File: config.mk
export PLATFORM = sky130hd
export DESIGN_NAME = adaptive_pid_steering_flat
export DESIGN_NICKNAME = d
export VERILOG_FILES = /design/src/aps_pkg.sv /design/src/aps_if.sv /design/src/adaptive_pid_steering.sv /design/src/flat_wrapper.sv
export SDC_FILE = /design/constraint.sdc
export NUM_CORES = 2
export LEC_CHECK = 0
export ABC_CLOCK_PERIOD_IN_PS = 30400
export BUFFER_PORTS_ARGS = -buffer_cell sky130_fd_sc_hd__buf_2
export CAP_MARGIN = 5
export CELL_PAD_IN_SITES_DETAIL_PLACEMENT = 1
export CELL_PAD_IN_SITES_GLOBAL_PLACEMENT = 2
export CORE_ASPECT_RATIO = 0.9
export CORE_MARGIN = 2
export CORE_UTILIZATION = 46
export CTS_BUF_LIST = sky130_fd_sc_hd__clkbuf_8
export DETAILED_ROUTE_END_ITERATION = 10
export GPL_TIMING_DRIVEN = 0
export PLACE_DENSITY_LB_ADDON = 0.1
export REMOVE_ABC_BUFFERS = 1
export SYNTH_ARGS = -nofsm -noshare
export SYNTH_HDL_FRONTEND = slang
export SYNTH_SLANG_ARGS = --single-unit
File: constraint.sdc
create_clock -name clk -period 30.4 [get_ports clk]
set_input_delay 3.04 -clock clk [delete_from_list [all_inputs] [get_ports clk]]
set_output_delay 3.04 -clock clk [all_outputs]
set_load 0.005 [all_outputs]
File: src/aps_pkg.sv
// aps_pkg: widths, register indexes, control word layout and the microcode
// table of the steering controller; no dependencies
`default_nettype none

package aps_pkg;

	localparam int POS_W   = 10;
	localparam int RATE_W  = 16;
	localparam int SPEED_W = 15;
	localparam int CIDX_W  = 3;
	localparam int CDATA_W = 32;
	localparam int STEP_W  = 4;

	localparam int MUL_A_W = 18;
	localparam int MUL_B_W = 27;
	localparam int PROD_W  = MUL_A_W + MUL_B_W;
	localparam int ACC_W   = 48;

	typedef enum logic [CIDX_W-1:0] {
		REG_GAIN_P     = 3'd0,
		REG_GAIN_I     = 3'd1,
		REG_GAIN_D     = 3'd2,
		REG_FILTER_W   = 3'd3,
		REG_DEAD_BAND  = 3'd4,
		REG_SEP_THR    = 3'd5,
		REG_WINDUP_LIM = 3'd6,
		REG_STEER_LIM  = 3'd7
	} reg_idx_t;

	typedef enum logic [2:0] {A_W, A_WINV, A_KP, A_KI, A_KD} a_sel_t;
	typedef enum logic [2:0] {B_E, B_S, B_F, B_I, B_D} b_sel_t;
	typedef enum logic [1:0] {ACC_HOLD, ACC_LOAD, ACC_ADD} acc_op_t;
	typedef enum logic [2:0] {
		D_NONE, D_SMOOTH, D_DEADZONE, D_PID, D_STEER, D_OUT, D_HALT
	} dest_t;

	typedef struct packed {
		a_sel_t            a_sel;
		b_sel_t            b_sel;
		acc_op_t           acc;
		dest_t             dest;
		logic              jump_halt;
		logic [STEP_W-1:0] target;
		logic              last;
	} cw_t;

	localparam logic [STEP_W-1:0] STEP_HALT = 4'd10;

	function automatic cw_t microcode(input logic [STEP_W-1:0] step);
		cw_t c;
		c = '{a_sel: A_W, b_sel: B_E, acc: ACC_HOLD, dest: D_NONE,
			jump_halt: 1'b0, target: '0, last: 1'b0};
		case (step)
			4'd0: begin
				// halted items skip straight to the stop result
				c.acc       = ACC_LOAD;
				c.jump_halt = 1'b1;
				c.target    = STEP_HALT;
			end
			4'd1: begin
				c.a_sel = A_WINV;
				c.b_sel = B_S;
				c.acc   = ACC_ADD;
			end
			4'd2: c.dest = D_SMOOTH;
			4'd3: c.dest = D_DEADZONE;
			4'd4: c.dest = D_PID;
			4'd5: begin
				c.a_sel = A_KP;
				c.b_sel = B_F;
				c.acc   = ACC_LOAD;
			end
			4'd6: begin
				c.a_sel = A_KI;
				c.b_sel = B_I;
				c.acc   = ACC_ADD;
			end
			4'd7: begin
				c.a_sel = A_KD;
				c.b_sel = B_D;
				c.acc   = ACC_ADD;
			end
			4'd8: c.dest = D_STEER;
			4'd9: begin
				c.dest = D_OUT;
				c.last = 1'b1;
			end
			4'd10: begin
				c.dest = D_HALT;
				c.last = 1'b1;
			end
			default: c.last = 1'b1;
		endcase
		return c;
	endfunction

endpackage

`default_nettype wire

File: src/aps_if.sv
// aps_if: valid/ready channels of the steering controller (line item in,
// command item out, register writes); uses aps_pkg for widths
`default_nettype none

interface aps_in_if import aps_pkg::*; ();
	logic             valid;
	logic             ready;
	logic [POS_W-1:0] line_position;
	logic             line_seen;
	logic             stop_request;

	modport source (output valid, line_position, line_seen, stop_request, input ready);
	modport sink (input valid, line_position, line_seen, stop_request, output ready);
endinterface

interface aps_out_if import aps_pkg::*; ();
	logic                     valid;
	logic                     ready;
	logic signed [RATE_W-1:0] angular_rate;
	logic [SPEED_W-1:0]       forward_speed;
	logic                     halted;

	modport source (output valid, angular_rate, forward_speed, halted, input ready);
	modport sink (input valid, angular_rate, forward_speed, halted, output ready);
endinterface

interface aps_cfg_if import aps_pkg::*; ();
	logic               valid;
	logic               ready;
	logic [CIDX_W-1:0]  index;
	logic [CDATA_W-1:0] data;

	modport source (output valid, index, data, input ready);
	modport sink (input valid, index, data, output ready);
endinterface

`default_nettype wire

File: src/adaptive_pid_steering.sv
// adaptive_pid_steering: pid steering controller with low-pass filter,
// deadzone, gain adaptation and anti-windup; uses aps_pkg and aps_if
//
//  channel | direction | payload
//  cfg     | in        | index[2:0], data[31:0]
//  track   | in        | line_position[9:0], line_seen, stop_request
//  cmd     | out       | angular_rate[15:0] signed, forward_speed[14:0], halted
//
// an item is walked through the microcode steps on one shared 18x27
// multiply-accumulate unit; a new item is taken only after the last step
// has completed and busy has dropped. a halted item skips to the stop result.
// reset restores register defaults and clears filter, integral and latch.
// a full output register stalls the last step; cfg is always ready.
`default_nettype none

module adaptive_pid_steering import aps_pkg::*; #(
	parameter int IMAGE_WIDTH   = 640,
	parameter int MAX_TURN_RATE = 512,
	parameter int CRUISE_SPEED  = 128
) (
	input  wire logic  clk,
	input  wire logic  arst_n,
	aps_cfg_if.sink    cfg,
	aps_in_if.sink     track,
	aps_out_if.source  cmd
);

	localparam int HALF = IMAGE_WIDTH / 2;
	localparam logic signed [12:0] HALF_S = 13'(HALF);
	localparam logic signed [16:0] TURN_MAX = 17'(MAX_TURN_RATE);
	localparam logic [SPEED_W-1:0] SPEED = SPEED_W'(CRUISE_SPEED);
	localparam logic signed [ACC_W-1:0] S_MAX = 48'sd524287;
	localparam logic signed [ACC_W-1:0] S_MIN = -48'sd524288;
	localparam logic signed [20:0] PREV_MAX = 21'sd1023;
	localparam logic signed [20:0] PREV_MIN = -21'sd1024;

	// configuration registers
	logic [15:0] gain_p_q, gain_i_q, gain_d_q, dead_band_q, sep_thr_q;
	logic [16:0] filter_w_q;
	logic [23:0] windup_lim_q;
	logic [31:0] steer_lim_q;

	assign cfg.ready = 1'b1;

	always_ff @(posedge clk or negedge arst_n) begin
		if (!arst_n) begin
			gain_p_q     <= 16'd256;
			gain_i_q     <= 16'd0;
			gain_d_q     <= 16'd0;
			filter_w_q   <= 17'd65536;
			dead_band_q  <= 16'd0;
			sep_thr_q    <= 16'd2560;
			windup_lim_q <= 24'd65535;
			steer_lim_q  <= 32'h8000_8000;
		end else if (cfg.valid) begin
			case (cfg.index)
				REG_GAIN_P:     gain_p_q     <= cfg.data[15:0];
				REG_GAIN_I:     gain_i_q     <= cfg.data[15:0];
				REG_GAIN_D:     gain_d_q     <= cfg.data[15:0];
				REG_FILTER_W:   filter_w_q   <= cfg.data[16:0];
				REG_DEAD_BAND:  dead_band_q  <= cfg.data[15:0];
				REG_SEP_THR:    sep_thr_q    <= cfg.data[15:0];
				REG_WINDUP_LIM: windup_lim_q <= cfg.data[23:0];
				REG_STEER_LIM:  steer_lim_q  <= cfg.data[31:0];
				default: ;
			endcase
		end
	end

	// sequencer and output registers
	logic              busy_q;
	logic [STEP_W-1:0] step_q;
	logic [POS_W-1:0]  pos_q;
	logic              seen_q, stop_q, latch_q;
	logic              out_valid_q, halted_q;
	logic signed [RATE_W-1:0] rate_q;
	logic [SPEED_W-1:0] speed_q;
	cw_t               cw;
	logic              out_free;
	logic signed [RATE_W-1:0] rate_new;

	assign cw       = microcode(step_q);
	assign out_free = !out_valid_q || cmd.ready;

	assign track.ready       = !busy_q;
	assign cmd.valid         = out_valid_q;
	assign cmd.angular_rate  = rate_q;
	assign cmd.forward_speed = speed_q;
	assign cmd.halted        = halted_q;

	always_ff @(posedge clk or negedge arst_n) begin
		if (!arst_n) begin
			busy_q      <= 1'b0;
			step_q      <= '0;
			pos_q       <= '0;
			seen_q      <= 1'b0;
			stop_q      <= 1'b0;
			latch_q     <= 1'b0;
			out_valid_q <= 1'b0;
			rate_q      <= '0;
			speed_q     <= '0;
			halted_q    <= 1'b0;
		end else begin
			if (busy_q && cw.last && out_free)
				out_valid_q <= 1'b1;
			else if (cmd.ready)
				out_valid_q <= 1'b0;
			if (!busy_q) begin
				if (track.valid) begin
					pos_q  <= track.line_position;
					seen_q <= track.line_seen;
					stop_q <= track.stop_request;
					busy_q <= 1'b1;
					step_q <= '0;
				end
			end else if (cw.last) begin
				if (out_free) begin
					busy_q <= 1'b0;
					if (cw.dest == D_HALT) begin
						latch_q  <= 1'b1;
						rate_q   <= '0;
						speed_q  <= '0;
						halted_q <= 1'b1;
					end else begin
						rate_q   <= rate_new;
						speed_q  <= SPEED;
						halted_q <= 1'b0;
					end
				end
			end else if (cw.jump_halt && (stop_q || latch_q)) begin
				step_q <= cw.target;
			end else begin
				step_q <= step_q + 1'b1;
			end
		end
	end

	// shared multiply-accumulate
	logic [16:0] w_eff, w_inv;
	logic signed [12:0] pos_diff;
	logic signed [20:0] e_w;
	logic signed [MUL_A_W-1:0] kp_q, ki_q, kd_q, mul_a;
	logic signed [MUL_B_W-1:0] mul_b;
	logic signed [PROD_W-1:0] prod;
	logic signed [ACC_W-1:0] acc_q;
	logic signed [19:0] s_q, f_q;
	logic signed [25:0] i_q;
	logic signed [10:0] prev_q;
	logic signed [12:0] d_q;
	logic signed [RATE_W-1:0] steer_q;

	assign w_eff    = (filter_w_q > 17'd65536) ? 17'd65536 : filter_w_q;
	assign w_inv    = 17'd65536 - w_eff;
	assign pos_diff = $signed({3'b000, pos_q}) - HALF_S;
	assign e_w      = seen_q ? {pos_diff, 8'h00} : '0;

	always_comb begin
		case (cw.a_sel)
			A_W:     mul_a = $signed({1'b0, w_eff});
			A_WINV:  mul_a = $signed({1'b0, w_inv});
			A_KP:    mul_a = kp_q;
			A_KI:    mul_a = ki_q;
			A_KD:    mul_a = kd_q;
			default: mul_a = '0;
		endcase
		case (cw.b_sel)
			B_E:     mul_b = MUL_B_W'(e_w);
			B_S:     mul_b = MUL_B_W'(s_q);
			B_F:     mul_b = MUL_B_W'(f_q);
			B_I:     mul_b = MUL_B_W'(i_q);
			B_D:     mul_b = MUL_B_W'($signed({d_q, 8'h00}));
			default: mul_b = '0;
		endcase
	end

	assign prod = mul_a * mul_b;

	// filter rounding and saturation
	logic signed [ACC_W-1:0] s_rnd, s_sh;
	logic signed [19:0] s_new;

	always_comb begin
		s_rnd = acc_q + 48'sd32768;
		s_sh  = s_rnd >>> 16;
		if (s_sh > S_MAX)
			s_new = 20'sh7FFFF;
		else if (s_sh < S_MIN)
			s_new = 20'sh80000;
		else
			s_new = s_sh[19:0];
	end

	// deadzone
	logic signed [20:0] s_x, db_x, f_x;
	logic [20:0] abs_s;
	logic signed [19:0] f_new;

	always_comb begin
		s_x   = 21'(s_q);
		db_x  = $signed({5'b00000, dead_band_q});
		abs_s = s_q[19] ? -s_x : s_x;
		if (abs_s < {5'b00000, dead_band_q})
			f_x = '0;
		else if (s_x > 21'sd0)
			f_x = s_x - db_x;
		else
			f_x = s_x + db_x;
		f_new = f_x[19:0];
	end

	// gain adaptation, integral, derivative and previous error
	logic signed [20:0] fe, d_diff, d_sh, d_tr, p_sh, p_tr;
	logic [20:0] abs_f;
	logic big_err, small_err, d_fix, p_fix;
	logic signed [MUL_A_W-1:0] gp_x, gi_x, gd_x, kp_new, ki_new, kd_new;
	logic signed [26:0] i_sum, i_raw, lim_x, i_cl;
	logic signed [10:0] prev_new;

	always_comb begin
		fe        = 21'(f_q);
		abs_f     = f_q[19] ? -fe : fe;
		big_err   = abs_f > {4'b0000, sep_thr_q, 1'b0};
		small_err = abs_f < {5'b00000, sep_thr_q};

		gp_x   = MUL_A_W'($signed(gain_p_q));
		gi_x   = MUL_A_W'($signed(gain_i_q));
		gd_x   = MUL_A_W'($signed(gain_d_q));
		kp_new = big_err ? gp_x + (gp_x <<< 1) : gp_x <<< 1;
		ki_new = big_err ? gi_x : gi_x <<< 1;
		kd_new = big_err ? gd_x <<< 2 : gd_x <<< 1;

		i_sum = 27'(i_q) + 27'(f_q);
		i_raw = small_err ? i_sum : '0;
		lim_x = $signed({3'b000, windup_lim_q});
		if (i_raw > lim_x)
			i_cl = lim_x;
		else if (i_raw < -lim_x)
			i_cl = -lim_x;
		else
			i_cl = i_raw;

		// truncating division by 256 rounds negatives toward zero
		d_diff = fe - 21'($signed({prev_q, 8'h00}));
		d_sh   = d_diff >>> 8;
		d_fix  = d_diff[20] && (d_diff[7:0] != 8'h00);
		d_tr   = d_sh + 21'(d_fix);

		p_sh  = fe >>> 8;
		p_fix = fe[20] && (fe[7:0] != 8'h00);
		p_tr  = p_sh + 21'(p_fix);
		if (p_tr > PREV_MAX)
			prev_new = 11'sd1023;
		else if (p_tr < PREV_MIN)
			prev_new = -11'sd1024;
		else
			prev_new = p_tr[10:0];
	end

	// soft limits, then negate and turn-rate clamp
	logic signed [ACC_W-1:0] st_rnd, st_sh, hi_x, lo_x, st_hi, st_lo;
	logic signed [RATE_W-1:0] steer_new;
	logic signed [16:0] neg_x, rate_x;

	always_comb begin
		st_rnd    = acc_q + 48'sd256;
		st_sh     = st_rnd >>> 9;
		hi_x      = ACC_W'($signed(steer_lim_q[31:16]));
		lo_x      = ACC_W'($signed(steer_lim_q[15:0]));
		st_hi     = (st_sh > hi_x) ? hi_x : st_sh;
		st_lo     = (st_hi < lo_x) ? lo_x : st_hi;
		steer_new = st_lo[RATE_W-1:0];

		neg_x = -17'(steer_q);
		if (neg_x > TURN_MAX)
			rate_x = TURN_MAX;
		else if (neg_x < -TURN_MAX)
			rate_x = -TURN_MAX;
		else
			rate_x = neg_x;
		rate_new = rate_x[RATE_W-1:0];
	end

	// controller state
	always_ff @(posedge clk or negedge arst_n) begin
		if (!arst_n) begin
			s_q    <= '0;
			i_q    <= '0;
			prev_q <= '0;
		end else if (busy_q) begin
			if (cw.dest == D_SMOOTH)
				s_q <= s_new;
			if (cw.dest == D_PID) begin
				i_q    <= i_cl[25:0];
				prev_q <= prev_new;
			end
		end
	end

	// working registers
	always_ff @(posedge clk) begin
		if (busy_q) begin
			case (cw.acc)
				ACC_LOAD: acc_q <= ACC_W'(prod);
				ACC_ADD:  acc_q <= acc_q + ACC_W'(prod);
				default:  ;
			endcase
			if (cw.dest == D_DEADZONE)
				f_q <= f_new;
			if (cw.dest == D_PID) begin
				kp_q <= kp_new;
				ki_q <= ki_new;
				kd_q <= kd_new;
				d_q  <= d_tr[12:0];
			end
			if (cw.dest == D_STEER)
				steer_q <= steer_new;
		end
	end

endmodule

`default_nettype wire
File: src/flat_wrapper.sv
// flat-port wrapper written by rule: the top's interface ports become plain ports
module adaptive_pid_steering_flat import aps_pkg::*;
#(
	parameter int IMAGE_WIDTH   = 640,
	parameter int MAX_TURN_RATE = 512,
	parameter int CRUISE_SPEED  = 128
)
  (clk, arst_n, cfg_valid, cfg_index, cfg_data, cfg_ready, track_valid, track_line_position, track_line_seen, track_stop_request, track_ready, cmd_valid, cmd_angular_rate, cmd_forward_speed, cmd_halted, cmd_ready);
  aps_cfg_if cfg_i ();
  aps_in_if track_i ();
  aps_out_if cmd_i ();
  input  wire logic clk;
  input  wire logic arst_n;
  input wire logic [$bits(cfg_i.valid)-1:0] cfg_valid;
  input wire logic [$bits(cfg_i.index)-1:0] cfg_index;
  input wire logic [$bits(cfg_i.data)-1:0] cfg_data;
  output wire logic [$bits(cfg_i.ready)-1:0] cfg_ready;
  input wire logic [$bits(track_i.valid)-1:0] track_valid;
  input wire logic [$bits(track_i.line_position)-1:0] track_line_position;
  input wire logic [$bits(track_i.line_seen)-1:0] track_line_seen;
  input wire logic [$bits(track_i.stop_request)-1:0] track_stop_request;
  output wire logic [$bits(track_i.ready)-1:0] track_ready;
  output wire logic [$bits(cmd_i.valid)-1:0] cmd_valid;
  output wire logic [$bits(cmd_i.angular_rate)-1:0] cmd_angular_rate;
  output wire logic [$bits(cmd_i.forward_speed)-1:0] cmd_forward_speed;
  output wire logic [$bits(cmd_i.halted)-1:0] cmd_halted;
  input wire logic [$bits(cmd_i.ready)-1:0] cmd_ready;
  assign cfg_i.valid = cfg_valid;
  assign cfg_i.index = cfg_index;
  assign cfg_i.data = cfg_data;
  assign cfg_ready = cfg_i.ready;
  assign track_i.valid = track_valid;
  assign track_i.line_position = track_line_position;
  assign track_i.line_seen = track_line_seen;
  assign track_i.stop_request = track_stop_request;
  assign track_ready = track_i.ready;
  assign cmd_valid = cmd_i.valid;
  assign cmd_angular_rate = cmd_i.angular_rate;
  assign cmd_forward_speed = cmd_i.forward_speed;
  assign cmd_halted = cmd_i.halted;
  assign cmd_i.ready = cmd_ready;
  adaptive_pid_steering #(.IMAGE_WIDTH(IMAGE_WIDTH), .MAX_TURN_RATE(MAX_TURN_RATE), .CRUISE_SPEED(CRUISE_SPEED)) u_core (.clk(clk), .arst_n(arst_n), .cfg(cfg_i), .track(track_i), .cmd(cmd_i));
endmodule
After elaboration in Yosys (flattened, before gate mapping) --
Cells that the tools add are included.
Storage, ports and cells: register bits 411, input bits 52, output and inout port bits 35, logic and storage cells 177
Cells by class: $add $sub $neg 17, multiply operators 1, magnitude comparators 15, equal/unequal tests 33, muxes and demuxes 40, bitwise logic cells 2, reduce and logical (&&, ||, !) cells 38
Operator list (count):
- $pmux 27 s5 | 1
- $pmux 48 s2 | 1
- $pmux 18 s5 | 1
- $mux 16 | 5
- $mux 21 | 3
- $mux 20 | 3
- $mux 26 | 2
- $add 48x10->48 const B | 1
- $add 48x17->48 const B | 1
- $add 48x45->48 | 1
- $lt 48x16->1 | 1
- $mux 48 | 1
- $mul 18x27->45 | 1
- $lt 21x16->1 | 2
- $neg 20->21 | 2
- $gt 39x16->1 | 1
- $mux 17 | 2
- $gt 32x20->1 const B | 1
- $lt 32x20->1 const B | 1
- $reduce_and 2->1 | 15
- $add 26x20->27 | 1
- $gt 27x25->1 | 1
- $lt 27x27->1 | 1
- $mux 27 | 1
- other kinds (50) | 96

Logic depth before layout (Yosys ltp) --
depth after elaboration 7, depth in mapped cells 46, gate-level depth less buffers 44

Least setup slack after synthesis --
No wires, ideal clock.
path type reg-to-reg, from reg u_core.filter_w_q[4], to reg u_core.acc_q[47], data pin, library setup time 262 ps, data arrival time 10045 ps, required time 30138 ps, setup slack 20093 ps, cell stages (with the launch flop) 40, path buffers 2, period minus slack after synthesis 10307 ps, cells stage by stage dfrtp_1 -> or3_1 -> or3_1 -> o31ai_1 -> a21oi_1 -> nand3_1 -> o21ai_0 -> a21oi_1 -> nor2_1 -> a2111o_1 -> clkbuf_1 -> buf_1 -> nand2_1 -> fa_1 -> inv_1 -> fa_1 -> fa_1 -> fa_1 -> (+4 left out) -> ha_1 -> and3_1 -> nand2_1 -> a2111oi_0 -> o22ai_1 -> o21ai_0 -> a31o_2 -> a31oi_1 -> xnor2_1 -> ha_1 -> a21o_1 -> a211o_1 -> nor2_1 -> o21ai_0 -> a41oi_1 -> mux2i_1 -> nand2_1 -> xor2_1
Between the ends: cells in the longest elaborated chain, start to end 7
Ends and longest elaborated chain:
- start: declaration | RTL line adaptive_pid_steering.sv:39 | logic [16:0] filter_w_q;
- start signal: assignment | RTL line adaptive_pid_steering.sv:60 | REG_FILTER_W: filter_w_q <= cfg.data[16:0];
- $gt 17x17->1 | RTL line adaptive_pid_steering.sv:152 | assign w_eff = (filter_w_q > 17'd65536) ? 17'd65536 : filter_w_q;
- $mux 17 * | RTL line adaptive_pid_steering.sv:152
- $sub 17x17->17 | RTL line adaptive_pid_steering.sv:153 | assign w_inv = 17'd65536 - w_eff;
- $pmux 18 s5 * | RTL line adaptive_pid_steering.sv:158 | case (cw.a_sel)
- $mul 18x27->45 * | RTL line adaptive_pid_steering.sv:176 | assign prod = mul_a * mul_b;
- $add 48x45->48 | RTL line adaptive_pid_steering.sv:304 | ACC_ADD: acc_q <= acc_q + ACC_W'(prod);
- $pmux 48 s2 * | RTL line adaptive_pid_steering.sv:302 | case (cw.acc)
- end signal: assignment | RTL line adaptive_pid_steering.sv:303 | ACC_LOAD: acc_q <= ACC_W'(prod);
- end signal: assignment | RTL line adaptive_pid_steering.sv:304
- end: declaration | RTL line adaptive_pid_steering.sv:145 | logic signed [ACC_W-1:0] acc_q;
Mark *: on every way between the ends. The rest lies on a longest branch, timed or not. A chain may end at the register's enable or synchronous reset.

Final worst setup path --
from reg u_core.filter_w_q[1], to reg u_core.acc_q[47], data pin
The elaborated chain is that of the path after synthesis.

==> results.txt <==
Setup Skew - 0.0439 ns
commonest non-fill, non-tap cell in the layout - inv_1
post-synthesis adder-cell area fraction - 0.307
DRC violations left - 0
Worst Path Max Fanout - 16
final worst-path cycle share - 0.435
# Post-CTS Setup Buffers - 0
final setup TNS - 0 ns
CP endpoint kind - register
Max Buffers Root-to-Sink - 3
largest family of logic cells by synthesized area - adder cells
DR vias - 38952
GRT Util Overall - 0.303
R2R Setup Slk - 17.17 ns
Synth Instances - 5300
Initial Util - 0.462
first-pass GRT wire length - 246000 um
worst path required time - 30.89 ns
largest net degree at the start of global routing - 103
worst r2r src - u_core.filter_w_q[1]$_DFFE_PN0P_
Hold WS - 0.478 ns
min-delay worst type - register to register
Die Y - 310 um
global route overflow - 0
Starting DRT DRC Count - 2747
Hold Startpoint - u_core.cmd.angular_rate[13]$_DFFE_PN0P_
distinct cell type count after synthesis - 88
H-tree depth - 3
number of flops mapped to enable cells by yosys - 149
drt via density - 5.77
Pre-antenna DRT Iters - 8
hold_buf cts - 0
vias in the first global route - 41017
I/O Buffers - 71
Die W - 344 um
root buffer selected by CTS - clkbuf_8
yosys warns - 0
core area - 0.103 mm2
FF+latch count, synth - 396
register area share after synthesis - 0.224
FF-to-FF path depth - 36
Synth Area in Compound Gates - 0.133
syn avg cell area - 9.01 um2
Layout area overhead - 8.10%
TritonCTS buffer count - 76
Max stage delay on crit path - 1.14 ns
Slew HR - 0.0759
Cell Rows - 112
Inst Count DP - 6596
Final ANT Viol Nets - 0
Net count, final - 6253
initial antenna violation count - 8
WHS Endpoint - u_core.cmd.angular_rate[13]$_DFFE_PN0P_
outcome - finished clean
CP dominant cell by count - fa_1
mux contribution to synthesized area - 0.0589
xor/xnor share of the synthesized area - 0.0512
CTS sink count - 396
Final Non-Filler Cells - 6747
element type at the critical path start - register
number of max-slew violations in the final report - 0
Setup violations, final - 0
FMAX - 75.6 MHz
Critical-path top delay cell - a221o_1
WS Path Type - register to register
routability cong. - 0.876
simple-gate portion of the synthesized area - 0.150
commonest cells after routing, fill and taps aside - inv_1, nand2_1, fa_1
post_cts resized - 0
Arr. time, crit path - 13.71 ns
Clk pin slew, worst setup/hold paths - 0.06 ns
WL/cell - 23.4 um
Final min period - 13.23 ns
clk_lat worst skew - 0.75 ns
Syn Std Cell Area - 0.0477 mm2
Ports - 87
CTS tree - built
RSZ-0062 raised after global routing - false
Worst Tran Pin Value - 1.38 ns
reg-to-reg endpoint - u_core.acc_q[47]$_DFFE_PP_
Synth async-reset ratio - 0.624
share of layout cells above drive strength 1 - 0.107
max cap viols - 0
drt total wl - 158000 um
endpoints failing hold - 0
Synth Flop Type - dfrtp_1
post-DP HPWL - 126000 um
Hold Path Depth - 1
die area - 0.106 mm2
[how the worst max path moves through the flow]
stage                                     start                    endpoint  slack (ns)  cells past startpoint
2_1_floorplan      u_core.step_q[1]$_DFFE_PN0P_  u_core.acc_q[47]$_DFFE_PP_       18.09                     36
3_3_place_gp       u_core.step_q[1]$_DFFE_PN0P_  u_core.acc_q[47]$_DFFE_PP_       11.14                     37
3_5_place_dp   u_core.filter_w_q[1]$_DFFE_PN0P_  u_core.acc_q[47]$_DFFE_PP_       17.27                     38
4_1_cts        u_core.filter_w_q[1]$_DFFE_PN0P_  u_core.acc_q[47]$_DFFE_PP_       17.20                     38
5_1_grt        u_core.filter_w_q[1]$_DFFE_PN0P_  u_core.acc_q[47]$_DFFE_PP_       16.55                     37
6_report       u_core.filter_w_q[1]$_DFFE_PN0P_  u_core.acc_q[47]$_DFFE_PP_       17.17                     36
[synth_stat cells (all sizes together), types with 28 or more instances]
cell,count,area share
clkbuf,183,0.014
buf,35,0.0046
a21oi,250,0.026
o21a,28,0.0044
xnor2,195,0.036
nor2b,63,0.0083
mux2,230,0.054
xor2,84,0.015
ha,424,0.11
edfxtp,149,0.094
o21ai,196,0.021
a211oi,44,0.0069
nor3,86,0.0091
a21o,140,0.022
nor2,358,0.028
nand2,676,0.053
dfrtp,225,0.12
nand4,59,0.0077
nand2b,37,0.0048
inv,724,0.057
fa,467,0.20
o31ai,36,0.0057
o211ai,29,0.0046
nand3,115,0.012
and3,37,0.0048
[through the flow]
step | instance area [um2] | worst slack, ns | util
floorplan | 46900 | 18.09 | -
global placement | 48900 | 11.14 | 0.474
detailed placement | 50000 | 17.27 | 0.484
CTS | 51500 | 17.20 | 0.499
global route | 51600 | 16.55 | 0.500
finish | 51600 | 17.17 | 0.500
[layout make-up]
class,instances,area [um2]
Inverter,726,2730
Fill cell,11924,51700
Sequential cell,396,10700
Clock inverter,59,420
Multi-Input combinational cell,3973,33600
Clock buffer,83,1140
Tap cell,1368,1710
Antenna cell,5,12.5
Timing Repair Buffer,137,1250
[metal layers]
metal | up-vias | wire, um | global-route usage
met1 | 19872 | 73500 | 0.427
met2 | 955 | 71300 | 0.481
met4 | 2 | 4630 | 0.0888
met3 | 194 | 8670 | 0.0477
met5 | - | 10 | 0
li1 | 17929 | - | -
[state kept, by name, summed over array words and instances, names as in the netlist, 17 cells and up]
name	cells
u_core.i_q	26
u_core.filter_w_q	17
u_core.kp_q	18
u_core.steer_lim_q	32
u_core.kd_q	17
u_core.acc_q	48
u_core.ki_q	17
u_core.windup_lim_q	24
u_core.f_q	20
u_core.s_q	20
[critical path: cells and delay by family (launching register included)]
kind	cells	cell delay, ns
flip-flops	1	0.43
AND/OR/NAND/NOR	8	2.54
buffers and inverters	6	0.53
multiplexers	1	0.24
AO/OA/AOI/OAI	11	4.65
XOR/XNOR	2	0.54
adder cells (fa/ha/maj)	8	4.02
[kinds of logic after synthesis]
group                      after synthesis
AOI/OAI and AO/OA                      961
xor gates and xnor gates               279
adders and majority gates              891
buffers and inverters                  944
DFF                                    396
muxes                                  252
other                                    2
and+or+nand+nor                       1575
Power is not shown: default switching activity piles up to over one toggle a cycle in this logic, so the estimate is an artifact.
